[src/rtl/core/csvp_pkg.sv]
// csvp_pkg: shared types, character constants and helper functions of the
// csv record field parser; no dependencies, used by every module of the block
package csvp_pkg;

   // character constants
   localparam logic [7:0] CH_QUOTE  = 8'h22;
   localparam logic [7:0] CH_BSLASH = 8'h5C;
   localparam logic [7:0] CH_N      = 8'h6E;
   localparam logic [7:0] CH_R      = 8'h72;
   localparam logic [7:0] CH_B      = 8'h62;
   localparam logic [7:0] CH_T      = 8'h74;
   localparam logic [7:0] CH_ZERO   = 8'h30;
   localparam logic [7:0] CH_COMMA  = 8'h2C;

   // result field widths
   localparam int ERR_OFF_W = 16;

   // queue between front and back
   localparam int QUEUE_DEPTH = 4;
   localparam int QPTR_W      = $clog2(QUEUE_DEPTH);

   // csr register indexes
   localparam logic [1:0] CSR_DELIMITER       = 2'd0;
   localparam logic [1:0] CSR_ESCAPE_ENABLE   = 2'd1;
   localparam logic [1:0] CSR_ACCEPT_UNQUOTED = 2'd2;

   typedef enum logic [1:0] {
      ERR_NONE     = 2'd0,
      ERR_UNQUOTED = 2'd1,
      ERR_QUOTE    = 2'd2,
      ERR_EARLY    = 2'd3
   } err_type;

   // one word as the front hands it over; second marks a trailing empty field
   typedef struct packed {
      logic [7:0]           out_byte;
      logic                 has_byte;
      logic                 field_done;
      logic                 record_done;
      err_type              error_code;
      logic [ERR_OFF_W-1:0] error_offset;
      logic                 second;
   } entry_type;

   // one word on the result channel
   typedef struct packed {
      logic [7:0]           out_byte;
      logic                 has_byte;
      logic                 field_done;
      logic                 record_done;
      err_type              error_code;
      logic [ERR_OFF_W-1:0] error_offset;
      logic                 last_result;
   } result_type;

   // backslash escape decode
   function automatic logic [7:0] unescape(input logic [7:0] c);
      logic [7:0] r;
      case (c)
         CH_N:    r = 8'h0A;
         CH_R:    r = 8'h0D;
         CH_B:    r = 8'h08;
         CH_T:    r = 8'h09;
         CH_ZERO: r = 8'h00;
         default: r = c;
      endcase
      return r;
   endfunction

endpackage

[src/rtl/core/csvp_front.sv]
// csvp_front: byte classifier with the parse state machine and byte offset;
// depends on csvp_pkg, feeds csvp_queue with one word per byte that has results
module csvp_front #(
   parameter int OFFSET_BITS = 16
) (
   input  logic               clock,
   input  logic               reset,
   input  logic               accept,
   input  logic [7:0]         in_byte,
   input  logic               end_of_record,
   input  logic [7:0]         delimiter,
   input  logic               escape_enable,
   input  logic               accept_unquoted,
   output logic               push,
   output csvp_pkg::entry_type entry
);
   import csvp_pkg::*;

   typedef enum logic [5:0] {
      PH_START  = 6'b000001,
      PH_UNQ    = 6'b000010,
      PH_QUOTED = 6'b000100,
      PH_QSEEN  = 6'b001000,
      PH_ESC    = 6'b010000,
      PH_SKIP   = 6'b100000
   } phase_type;

   phase_type              phase_ff, phase_in, next_phase;
   logic [OFFSET_BITS-1:0] offset_ff, offset_in;
   logic [ERR_OFF_W-1:0]   off16;
   logic                   is_delim, is_quote;

   assign off16    = ERR_OFF_W'(offset_ff);
   assign is_delim = (in_byte == delimiter);
   assign is_quote = (in_byte == CH_QUOTE);

   // classify the byte against the current phase
   always_comb begin
      push       = 1'b0;
      entry      = '0;
      next_phase = phase_ff;
      unique case (phase_ff)
         PH_START, PH_UNQ: begin
            if (is_delim) begin
               push             = 1'b1;
               entry.field_done = 1'b1;
               entry.second     = end_of_record;
               next_phase       = PH_START;
            end else if (phase_ff == PH_START && is_quote) begin
               if (end_of_record) begin
                  push               = 1'b1;
                  entry.record_done  = 1'b1;
                  entry.error_code   = ERR_EARLY;
                  entry.error_offset = off16;
               end
               next_phase = PH_QUOTED;
            end else if (phase_ff == PH_UNQ || accept_unquoted) begin
               push              = 1'b1;
               entry.out_byte    = in_byte;
               entry.has_byte    = 1'b1;
               entry.field_done  = end_of_record;
               entry.record_done = end_of_record;
               next_phase        = PH_UNQ;
            end else begin
               push               = 1'b1;
               entry.record_done  = end_of_record;
               entry.error_code   = ERR_UNQUOTED;
               entry.error_offset = off16;
               next_phase         = PH_SKIP;
            end
         end
         PH_QUOTED: begin
            if (is_quote) begin
               if (end_of_record) begin
                  push              = 1'b1;
                  entry.field_done  = 1'b1;
                  entry.record_done = 1'b1;
               end
               next_phase = PH_QSEEN;
            end else if (end_of_record) begin
               push               = 1'b1;
               entry.record_done  = 1'b1;
               entry.error_code   = ERR_EARLY;
               entry.error_offset = off16;
            end else if (in_byte == CH_BSLASH && escape_enable) begin
               next_phase = PH_ESC;
            end else begin
               push           = 1'b1;
               entry.out_byte = in_byte;
               entry.has_byte = 1'b1;
            end
         end
         PH_QSEEN: begin
            if (is_quote) begin
               push = 1'b1;
               if (end_of_record) begin
                  entry.record_done  = 1'b1;
                  entry.error_code   = ERR_EARLY;
                  entry.error_offset = off16;
               end else begin
                  entry.out_byte = CH_QUOTE;
                  entry.has_byte = 1'b1;
               end
               next_phase = PH_QUOTED;
            end else if (is_delim) begin
               push             = 1'b1;
               entry.field_done = 1'b1;
               entry.second     = end_of_record;
               next_phase       = PH_START;
            end else begin
               push               = 1'b1;
               entry.record_done  = end_of_record;
               entry.error_code   = ERR_QUOTE;
               entry.error_offset = off16;
               next_phase         = PH_SKIP;
            end
         end
         PH_ESC: begin
            push = 1'b1;
            if (end_of_record) begin
               entry.record_done  = 1'b1;
               entry.error_code   = ERR_EARLY;
               entry.error_offset = off16;
            end else begin
               entry.out_byte = unescape(in_byte);
               entry.has_byte = 1'b1;
            end
            next_phase = PH_QUOTED;
         end
         PH_SKIP: begin
            if (end_of_record) begin
               push              = 1'b1;
               entry.record_done = 1'b1;
            end
            next_phase = PH_SKIP;
         end
         default: begin
            next_phase = PH_START;
         end
      endcase
      if (!accept) begin
         push = 1'b0;
      end
   end

   // phase and saturating offset, both cleared at record end
   always_comb begin
      phase_in  = phase_ff;
      offset_in = offset_ff;
      if (accept) begin
         if (end_of_record) begin
            phase_in  = PH_START;
            offset_in = '0;
         end else begin
            phase_in = next_phase;
            if (offset_ff != '1) begin
               offset_in = offset_ff + 1'b1;
            end
         end
      end
   end

   always_ff @(posedge clock) begin
      if (reset) begin
         phase_ff  <= PH_START;
         offset_ff <= '0;
      end else begin
         phase_ff  <= phase_in;
         offset_ff <= offset_in;
      end
   end

endmodule

[src/rtl/core/csvp_queue.sv]
// csvp_queue: short first-in first-out queue of words between front and back;
// depends on csvp_pkg for the word type and depth
module csvp_queue (
   input  logic                clock,
   input  logic                reset,
   input  logic                push,
   input  csvp_pkg::entry_type push_entry,
   input  logic                pop,
   output logic                full,
   output logic                not_empty,
   output csvp_pkg::entry_type head
);
   import csvp_pkg::*;

   entry_type         entries_ff [QUEUE_DEPTH];
   logic [QPTR_W-1:0] wr_ptr_ff, wr_ptr_in;
   logic [QPTR_W-1:0] rd_ptr_ff, rd_ptr_in;
   logic [QPTR_W:0]   count_ff, count_in;

   assign full      = (count_ff == (QPTR_W+1)'(QUEUE_DEPTH));
   assign not_empty = (count_ff != '0);
   assign head      = entries_ff[rd_ptr_ff];

   // pointer and fill count update
   always_comb begin
      wr_ptr_in = wr_ptr_ff;
      rd_ptr_in = rd_ptr_ff;
      count_in  = count_ff;
      if (push) begin
         wr_ptr_in = wr_ptr_ff + 1'b1;
      end
      if (pop) begin
         rd_ptr_in = rd_ptr_ff + 1'b1;
      end
      if (push && !pop) begin
         count_in = count_ff + 1'b1;
      end else if (pop && !push) begin
         count_in = count_ff - 1'b1;
      end
   end

   always_ff @(posedge clock) begin
      if (reset) begin
         wr_ptr_ff <= '0;
         rd_ptr_ff <= '0;
         count_ff  <= '0;
      end else begin
         wr_ptr_ff <= wr_ptr_in;
         rd_ptr_ff <= rd_ptr_in;
         count_ff  <= count_in;
      end
   end

   // word storage
   always_ff @(posedge clock) begin
      if (push) begin
         entries_ff[wr_ptr_ff] <= push_entry;
      end
   end

endmodule

[src/rtl/core/csvp_back.sv]
// csvp_back: result stage that turns queue words into result words, adding
// the trailing empty field; depends on csvp_pkg, reads csvp_queue
module csvp_back (
   input  logic                 clock,
   input  logic                 reset,
   input  logic                 q_not_empty,
   input  csvp_pkg::entry_type  q_head,
   output logic                 q_pop,
   input  logic                 pop,
   output logic                 empty,
   output csvp_pkg::result_type result
);
   import csvp_pkg::*;

   result_type result_ff, result_in;
   logic       valid_ff, valid_in;
   logic       pend_ff, pend_in;
   logic       load;

   assign empty  = !valid_ff;
   assign result = result_ff;
   assign load   = !valid_ff || pop;

   // refill the output register when it is free or being taken
   always_comb begin
      result_in = result_ff;
      valid_in  = valid_ff;
      pend_in   = pend_ff;
      q_pop     = 1'b0;
      if (load) begin
         if (pend_ff) begin
            result_in             = '0;
            result_in.field_done  = 1'b1;
            result_in.record_done = 1'b1;
            result_in.last_result = 1'b1;
            valid_in              = 1'b1;
            pend_in               = 1'b0;
         end else if (q_not_empty) begin
            q_pop                  = 1'b1;
            result_in.out_byte     = q_head.out_byte;
            result_in.has_byte     = q_head.has_byte;
            result_in.field_done   = q_head.field_done;
            result_in.record_done  = q_head.record_done;
            result_in.error_code   = q_head.error_code;
            result_in.error_offset = q_head.error_offset;
            result_in.last_result  = !q_head.second;
            valid_in               = 1'b1;
            pend_in                = q_head.second;
         end else begin
            valid_in = 1'b0;
         end
      end
   end

   always_ff @(posedge clock) begin
      if (reset) begin
         valid_ff <= 1'b0;
         pend_ff  <= 1'b0;
      end else begin
         valid_ff <= valid_in;
         pend_ff  <= pend_in;
      end
   end

   always_ff @(posedge clock) begin
      result_ff <= result_in;
   end

endmodule

[src/rtl/core/csv_record_field_parser.sv]
// csv_record_field_parser: top level with the csr registers, front parser,
// word queue and result stage; depends on csvp_pkg, csvp_front, csvp_queue, csvp_back
//
// usage: raw record bytes enter on the req_ queue port (req_push/req_full),
// one byte per word, with req_end_of_record on the record's final byte.
// decoded words leave on the rsp_ queue port (rsp_empty/rsp_pop): a field
// byte, field and record end marks, an error code with its byte offset, and
// last_result on the final word caused by an input byte. a byte gives zero,
// one or two words; a delimiter on the last byte gives two.
// a byte's word is written into the queue and then into the result stage register.
// throughput: one byte per cycle while req_full is low; a byte with two words
// holds the result stage for both words, which the four-word queue absorbs
// between front and back. when the receiver stalls, the queue fills and req_full
// rises; bytes with no word never take a queue slot.
// reset clears the parse phase, the offset, the queue and the result stage,
// and loads delimiter ',', escapes off and unquoted fields accepted.
// csr registers (write only while idle): 0x0 delimiter, 0x4 escape_enable,
// 0x8 accept_unquoted.
module csv_record_field_parser #(
   parameter int OFFSET_BITS = 16
) (
   input  logic        clock,
   input  logic        reset,
   // byte input
   input  logic        req_push,
   output logic        req_full,
   input  logic [7:0]  req_in_byte,
   input  logic        req_end_of_record,
   // result output
   output logic        rsp_empty,
   input  logic        rsp_pop,
   output logic [7:0]  rsp_out_byte,
   output logic        rsp_has_byte,
   output logic        rsp_field_done,
   output logic        rsp_record_done,
   output logic [1:0]  rsp_error_code,
   output logic [15:0] rsp_error_offset,
   output logic        rsp_last_result,
   // configuration
   input  logic        csr_psel,
   input  logic        csr_penable,
   input  logic        csr_pwrite,
   input  logic [3:0]  csr_paddr,
   input  logic [31:0] csr_pwdata,
   output logic [31:0] csr_prdata,
   output logic        csr_pready
);
   import csvp_pkg::*;

   logic [7:0] delimiter_ff;
   logic       escape_enable_ff;
   logic       accept_unquoted_ff;
   logic       csr_write;
   logic [1:0] csr_index;

   logic       accept;
   logic       front_push;
   entry_type  front_entry;
   logic       q_full, q_not_empty, q_pop;
   entry_type  q_head;
   result_type result;

   // csr write and read
   assign csr_pready = 1'b1;
   assign csr_index  = csr_paddr[3:2];
   assign csr_write  = csr_psel && csr_penable && csr_pwrite && csr_pready;

   always_ff @(posedge clock) begin
      if (reset) begin
         delimiter_ff       <= CH_COMMA;
         escape_enable_ff   <= 1'b0;
         accept_unquoted_ff <= 1'b1;
      end else if (csr_write) begin
         unique case (csr_index)
            CSR_DELIMITER:       delimiter_ff       <= csr_pwdata[7:0];
            CSR_ESCAPE_ENABLE:   escape_enable_ff   <= csr_pwdata[0];
            CSR_ACCEPT_UNQUOTED: accept_unquoted_ff <= csr_pwdata[0];
            default: begin
            end
         endcase
      end
   end

   always_comb begin
      unique case (csr_index)
         CSR_DELIMITER:       csr_prdata = {24'b0, delimiter_ff};
         CSR_ESCAPE_ENABLE:   csr_prdata = {31'b0, escape_enable_ff};
         CSR_ACCEPT_UNQUOTED: csr_prdata = {31'b0, accept_unquoted_ff};
         default:             csr_prdata = '0;
      endcase
   end

   // input handshake
   assign req_full = q_full;
   assign accept   = req_push && !q_full;

   csvp_front #(
      .OFFSET_BITS(OFFSET_BITS)
   ) u_front (
      .clock           (clock),
      .reset           (reset),
      .accept          (accept),
      .in_byte         (req_in_byte),
      .end_of_record   (req_end_of_record),
      .delimiter       (delimiter_ff),
      .escape_enable   (escape_enable_ff),
      .accept_unquoted (accept_unquoted_ff),
      .push            (front_push),
      .entry           (front_entry)
   );

   csvp_queue u_queue (
      .clock      (clock),
      .reset      (reset),
      .push       (front_push),
      .push_entry (front_entry),
      .pop        (q_pop),
      .full       (q_full),
      .not_empty  (q_not_empty),
      .head       (q_head)
   );

   csvp_back u_back (
      .clock       (clock),
      .reset       (reset),
      .q_not_empty (q_not_empty),
      .q_head      (q_head),
      .q_pop       (q_pop),
      .pop         (rsp_pop),
      .empty       (rsp_empty),
      .result      (result)
   );

   // result ports
   assign rsp_out_byte     = result.out_byte;
   assign rsp_has_byte     = result.has_byte;
   assign rsp_field_done   = result.field_done;
   assign rsp_record_done  = result.record_done;
   assign rsp_error_code   = result.error_code;
   assign rsp_error_offset = result.error_offset;
   assign rsp_last_result  = result.last_result;

endmodule
[config.mk]
export PLATFORM = sky130hd
export DESIGN_NAME = csv_record_field_parser
export DESIGN_NICKNAME = d
export VERILOG_FILES = /design/src/rtl/core/csvp_pkg.sv /design/src/rtl/core/csvp_front.sv /design/src/rtl/core/csvp_queue.sv /design/src/rtl/core/csvp_back.sv /design/src/rtl/core/csv_record_field_parser.sv
export SDC_FILE = /design/constraint.sdc
export NUM_CORES = 1
export LEC_CHECK = 0
export BUFFER_PORTS_ARGS = -buffer_cell sky130_fd_sc_hd__buf_2
export CORE_UTILIZATION = 58
export CTS_CLUSTER_SIZE = 8
export DETAILED_ROUTE_END_ITERATION = 10
export MAX_ROUTING_LAYER = met4
export PLACE_DENSITY = 0.8
export SYNTH_ARGS = -nofsm -noshare
export SYNTH_HDL_FRONTEND = slang
export SYNTH_HIERARCHICAL = 1
export SYNTH_SLANG_ARGS = --single-unit
[constraint.sdc]
create_clock -name clock -period 3.84 [get_ports clock]
set_input_delay 0.192 -clock clock [delete_from_list [all_inputs] [get_ports clock]]
set_output_delay 0.192 -clock clock [all_outputs]
set_load 0.02 [all_outputs]
==> run metrics, run 1 <==
status=completed; largest net degree at the start of global routing=36; Cells after Synth=605; post-synthesis adder-cell area fraction=1.09%; Clk pin slew, worst setup/hold paths=0.06 ns; Placement Setup Slack=about 0.55 ns; IO Port Bufs=65; reg-to-reg endpoint=u_queue/count_ff[2]$_SDFFE_PP0P_; remaining antenna violation count=0; Die Wd=124 microns; Final Hold Viols=0; final setup TNS=0 ns; Worst Path Required=approximately 4.2 ns; Synth Area per Inst=14.4 sq um; YS warnings=6; reg-to-reg slack, setup=0.51 ns; critical path type=reg2reg; P_leak=roughly 3.4 nW; DRC=0; clock root buffer=clkbuf_16; DR pass1 iterations=4; site row count=44; most instantiated cells after synthesis=edfxtp_1, nor2_1, dfxtp_1, mux4_2, nor2b_1; share of cells above drive strength 1=roughly a quarter; hold bufs inserted after CTS=0; FF+latch count, synth=193; GP Congestion=a little over 0.8; crit-path max FO=7; Clock Sinks=roughly 190; Setup crit start kind=flop; largest family of logic cells by synthesized area=simple AND/OR/NAND/NOR gates; CP cell instances=xor2_1 -> nor4_1 -> nand2_1 -> a21oi_1 -> o31a_1 -> ha_1 -> inv_1 -> fa_1 -> xor2_1 -> or3_1 -> a21oi_1; drt total wl=16000 microns; dpl hpwl=10700 microns; Initial Utilization=59.6%; Cells on Worst Hold Path=3; top cell type's share of synthesized area=51.8%; post-synthesis compound-gate area fraction=7.08%; EDFF count, synth=150; first-pass GRT wire length=roughly 26000 microns; sequential element share of the synthesized area=61.7%; Iter 0 DRT Violations=~450; Post-CTS Resized=0; n_diodes=0; post-synthesis xor/xnor area fraction=2.92%; cell area after synthesis=8700 sq um; die area=15500 sq um; crit-path max cell delay=about 0.54 ns; Die Y=~120 microns; Netlist cell types=73; endpoint class of the critical path=flop; worst slew margin relative to its limit=57.1%; Slew Limit Fails=0; Max stage delay cell, worst path=nor4_1; Synth Area in Simple Gates=between 10% and 20%; top post-synthesis cells by area=edfxtp_1, dfxtp_1, mux4_2, buf_4, nor2_1; most common flop cell mapped by yosys=edfxtp_1; TritonCTS clock tree=built; total grt overflow=0; type of the most critical hold path=in2reg; number of fill cells=993; mux share of post-synthesis cell area=9.72%; fmax=0.301 GHz; Final setup viols=0; Clock Skews=0.00970 ns; reg2reg path depth=11; WL/cell=18.4 microns; RR Startpoint=delimiter_ff[7]$_SDFFE_PP0P_; global router's overall resource usage=between 20% and 30%; period utilization=86.7%; Power Density=622 nW/um^2; core area=14600 sq um; Top Ports=roughly 120; Peak supply drop=0.000342 V; CTS max path bufs=2; synthesis-to-finish area growth=11.1%; Post-CTS Repair Setup Buffers=0; top-count cell post-synth=edfxtp_1; Synth area leader=edfxtp_1; Vias=between 5000 and 6000; shortest period the worst path allows=3.33 ns; number of buffers created by CTS=17; WP data arrival=approximately 3.7 ns; htree depth=4; Worst-Margin Slew=~0.64 ns; max_cap viols=0; setup ws final=0.512 ns; fraction of registers with async set or reset after synthesis=0%; vias in the first global route=5205; Min-Delay Startpoint=csr_pwdata[1]; Hold Path Sink=delimiter_ff[1]$_SDFFE_PP0P_; worst skew pair latency=0.43 ns; initial antenna violation count=0; DR vias/cell=5.79; Layout Nets=733; RSZ-0062 raised after global routing=no
## cell type report
type / count / area, sq um / share of cell area, %
Inverter: 10 / 37.5 / 0.388
Clock inverter: 13 / 95.1 / 0.984
Tap cell: 184 / 230 / 2.38
Multi-Input combinational cell: 376 / 3050 / 31.5
Sequential cell: 193 / 5370 / 55.5
Timing Repair Buffer: 76 / 458 / 4.74
Clock buffer: 19 / 433 / 4.48
## where the power goes
part / internal, W / switching [W]
logic: 0.000624 / 0.000932
registers: 0.00273 / 0.000122
clock network: 0.000881 / 0.000716
## sequential cells by signal, indices dropped and copies added, names as in the netlist, named ones only
signal	flops
u_back/pend_ff	1
u_queue/count_ff	3
u_back/valid_ff	1
u_queue/rd_ptr_ff	2
u_front/off16	16
delimiter_ff	8
u_queue/wr_ptr_ff	2
accept_unquoted_ff	1
u_front/phase_ff	6
u_back/result	30
escape_enable_ff	1
u_queue/entries_ff	120
## worst max-delay path: cells and delay by family (launching register included)
kind | cells | cell delay, ns
simple gates | 3 | 1.18
compound gates | 3 | 0.70
fa+ha+maj | 2 | 0.64
xor+xnor | 2 | 0.33
buf+inv | 1 | 0.07
flops | 1 | 0.33
## cell families (layout without fill, tap and decap cells)
family,after synthesis,count (layout)
AOI/OAI and AO/OA,71,71
xor gates and xnor gates,29,29
adders and majority gates,7,7
buffers and inverters,59,118
DFF,193,193
muxes,47,47
other,2,25
and+or+nand+nor,197,197
## cells in the final DEF (no fill, tap or decap), drive strengths merged, types with 3 or more instances in the layout
cell type	n
mux2i	17
mux4	30
o2bb2ai	3
clkbuf	19
buf	76
inv	12
nand4bb	3
nor3	11
o21ai	8
nand3b	4
nor2	51
nor4	10
a21oi	11
a21o	4
xnor2	9
nor3b	3
nand2b	17
and2	13
a21boi	16
nand4	5
edfxtp	150
xor2	20
dfxtp	43
a41oi	3
ha	6
o22ai	3
o211ai	8
clkinv	9
nor2b	31
and4	3
and3	4
nand3	8
or2	3
conb	25
nand2	20
## metal layers
metal	track usage, %	vias to the layer above	share of wire (%)
li1	-	2354	-
met1	28.8	2508	44
met2	35.7	160	49
met3	5.41	23	4.9
met4	8.65	0	1.5
met5	-	-	0
## per-stage QoR
step                      total power [W]  instance area (sq um)  hold WS (ns)  utilization (%)  instances
after floorplan                   0.00404                   8790         0.261                -        628
after global routing              0.00628                   9670        0.0130             66.3        871
final                             0.00601                   9670        0.0169             66.3        871
after global placement            0.00439                   9140         0.446             62.6        839
after detailed placement          0.00447                   9140         0.461             62.6        839
after CTS                         0.00605                   9670       0.00653             66.3        871
## worst max-delay path by stage
| stage | start | end | cells after the start |
|---|---|---|---|
| 2_1_floorplan | req_in_byte[4] | u_queue/count_ff[2]$_SDFFE_PP0P_ | 12 |
| 4_1_cts | delimiter_ff[7]$_SDFFE_PP0P_ | u_queue/count_ff[2]$_SDFFE_PP0P_ | 11 |
| 5_1_grt | delimiter_ff[7]$_SDFFE_PP0P_ | u_queue/count_ff[2]$_SDFFE_PP0P_ | 11 |
| 3_5_place_dp | req_in_byte[4] | u_queue/count_ff[2]$_SDFFE_PP0P_ | 12 |
| 6_report | delimiter_ff[7]$_SDFFE_PP0P_ | u_queue/count_ff[2]$_SDFFE_PP0P_ | 11 |
| 3_3_place_gp | req_in_byte[4] | u_queue/count_ff[2]$_SDFFE_PP0P_ | 12 |
(Power assumes the default switching activity.)
==> run 2, diff against run 1 <==
- PLACE_DENSITY: 0.8 -> default
- PLACE_DENSITY_LB_ADDON: default -> 0.15
==> run 2 against run 1 <==
Compared with the run above: highest routed layer unchanged; worst hold slack worse by 0.0025 ns; flip-flop and latch count did not move; critical endpoint unchanged; largest cell class unchanged; clock power up 4%.
==> run metrics, run 2 (synthesis gave the netlist of run 1 again) <==
status=completed; Slew Limit Fails=0; max reg flops=120; DR pass1 iterations=5; CTS max path bufs=2; first-pass GRT wire length=25500 microns; number of buffers created by CTS=17; fmax=around 0.30 GHz; WL/cell=17.9 microns; type of the most critical hold path=in2reg; site row count=44; GP Congestion=0.842; remaining antenna violation count=0; dpl hpwl=10300 microns; total grt overflow=0; Post-Place Cells=840; Clk pin slew, worst setup/hold paths=0.07 ns; Worst Path Required=4.19 ns; die area=15500 sq um; Final Hold Viols=0; Die Wd=124 microns; share of cells above drive strength 1=between 20% and 30%; period utilization=86.2%; clock root buffer=clkbuf_16; RSZ-0062 raised after global routing=no; Setup crit start kind=flop; max_cap viols=0; RR Startpoint=delimiter_ff[7]$_SDFFE_PP0P_; IO Port Bufs=65; n_diodes=0; worst skew pair latency=~0.43 ns; final setup TNS=0 ns; reg-to-reg slack, setup=0.53 ns; Finished Layout Cells=872; largest net degree at the start of global routing=36; CP startpoint=delimiter_ff[7]$_SDFFE_PP0P_; CP bufs+invs=1; Comb power frac=between 20% and 30%; Vias=5045; DR vias/cell=5.79; crit-path max cell delay=0.51 ns; kind of cell adding the most delay to the critical path=simple AND/OR/NAND/NOR gates; crit-path max FO=7; htree depth=4; WP data arrival=3.66 ns; global router's overall resource usage=22.1%; number of fill cells=1080; synthesis-to-finish area growth=11.0%; Power Density=627 nW/um^2; Die Y=between 100 and 150 microns; critical path type=reg2reg; worst slew margin relative to its limit=43.9%; Post-CTS Repair Setup Buffers=0; Worst path depth=11; endpoint class of the critical path=flop; Post-CTS Resized=0; PnR Total Power=0.00606 W; Initial Utilization=between 50% and 60%; Clock Sinks=193; core area=14600 sq um; Layout Nets=734; DRC=0; Final setup viols=0; Top Ports=roughly 120; commonest non-fill, non-tap cells in the layout=edfxtp_1, buf_2, nor2_1, dfxtp_1; Worst Setup EP=u_queue/count_ff[2]$_SDFFE_PP0P_; most common library cell in the layout ignoring fill and taps=edfxtp_1; Psw=about 0.0018 W; Clock Skews=0.00804 ns; Max stage delay cell, worst path=nor4_1; CP cell instances=xor2_1 -> nor4_1 -> nand2_1 -> a21oi_1 -> o31a_1 -> ha_1 -> inv_1 -> fa_1 -> xor2_1 -> or3_1 -> a21oi_1; Worst-Margin Slew=0.842 ns; P_leak=3.42 nW; Internal Power=0.00429 W; most flop-heavy register=u_queue/entries_ff; reg2reg path depth=11; Net Sw Frac=29.2%; Iter 0 DRT Violations=481; shortest period the worst path allows=3.31 ns; Clk pwr share=27.5%; Peak supply drop=0.000369 V; TritonCTS clock tree=built; Seq pwr share=47.9%; initial antenna violation count=0; reg-to-reg endpoint=u_queue/count_ff[2]$_SDFFE_PP0P_; vias in the first global route=approximately 5000; hold bufs inserted after CTS=0; drt total wl=15600 microns
-- run 2: changes by cell type in the layout (fill, tap and decap cells not counted) --
cell / previous run / this run
buf_4: 7 / 12
buf_12: 4 / 0
clkbuf_8: 0 / 3
clkinv_1: 4 / 1
clkinv_2: 5 / 2
clkbuf_1: 2 / 4
clkinv_4: 0 / 2
inv_6: 2 / 0
dfxtp_1: 42 / 41
dfxtp_2: 1 / 2
inv_8: 0 / 1
-- run 2: worst min path at each step --
stage | start | to | slack, ns | depth (start not counted)
finish | csr_pwdata[7] | delimiter_ff[7]$_SDFFE_PP0P_ | 0.01 | 3
global route | csr_pwdata[6] | delimiter_ff[6]$_SDFFE_PP0P_ | 0.03 | 3
CTS | csr_pwdata[2] | delimiter_ff[2]$_SDFFE_PP1P_ | 0.004 | 3
detailed placement | csr_pwdata[2] | delimiter_ff[2]$_SDFFE_PP1P_ | 0.46 | 3
global placement | csr_pwdata[2] | delimiter_ff[2]$_SDFFE_PP1P_ | 0.45 | 3
floorplan | reset | u_back/valid_ff$_SDFFE_PP0P_ | 0.26 | 1
-- run 2: worst min-delay path, delay by kind of cell --
kind | cells | cell delay, ns
buffers and inverters | 1 | 0.09
muxes | 1 | 0.06
and+or+nand+nor | 1 | 0.05
-- run 2: stage by stage --
| step | setup slack (ns) | hold slack [ns] | area (sq um) | util (%) |
|---|---|---|---|---|
| finish | 0.529 | 0.0144 | 9660 | 66.2 |
| global route | 0.235 | 0.0319 | 9660 | 66.2 |
| CTS | 0.520 | 0.00416 | 9660 | 66.2 |
| detailed placement | 0.522 | 0.456 | 9100 | 62.3 |
| global placement | 0.641 | 0.445 | 9100 | 62.3 |
| floorplan | 1.05 | 0.261 | 8790 | - |
-- run 2: layout make-up --
type	instances	area, sq um	area share, %
flip-flops and latches	193	5370	55.6
repair buffers	77	415	4.30
clock inverters	8	80.1	0.829
well taps	184	230	2.38
inverters	10	37.5	0.389
multi-input cells	376	3050	31.5
clock buffers	24	482	4.99
-- run 2: power groups by stage --
| stage | Combinational (W) | Sequential (W) | Clock [W] |
|---|---|---|---|
| after floorplan | 0.000931 | 0.00310 | 0 |
| after global placement | 0.00146 | 0.00294 | 0 |
| after detailed placement | 0.00149 | 0.00296 | 0 |
| after CTS | 0.00150 | 0.00291 | 0.00169 |
| after global routing | 0.00160 | 0.00295 | 0.00178 |
| final | 0.00149 | 0.00290 | 0.00167 |
-- run 2: routing by layer --
layer	GRT usage (%)	wire (microns)	up-vias
met5	-	0	-
met4	6.66	204	0
met3	4.68	757	19
met1	30.2	7190	2506
li1	-	-	2365
met2	33.4	7430	155
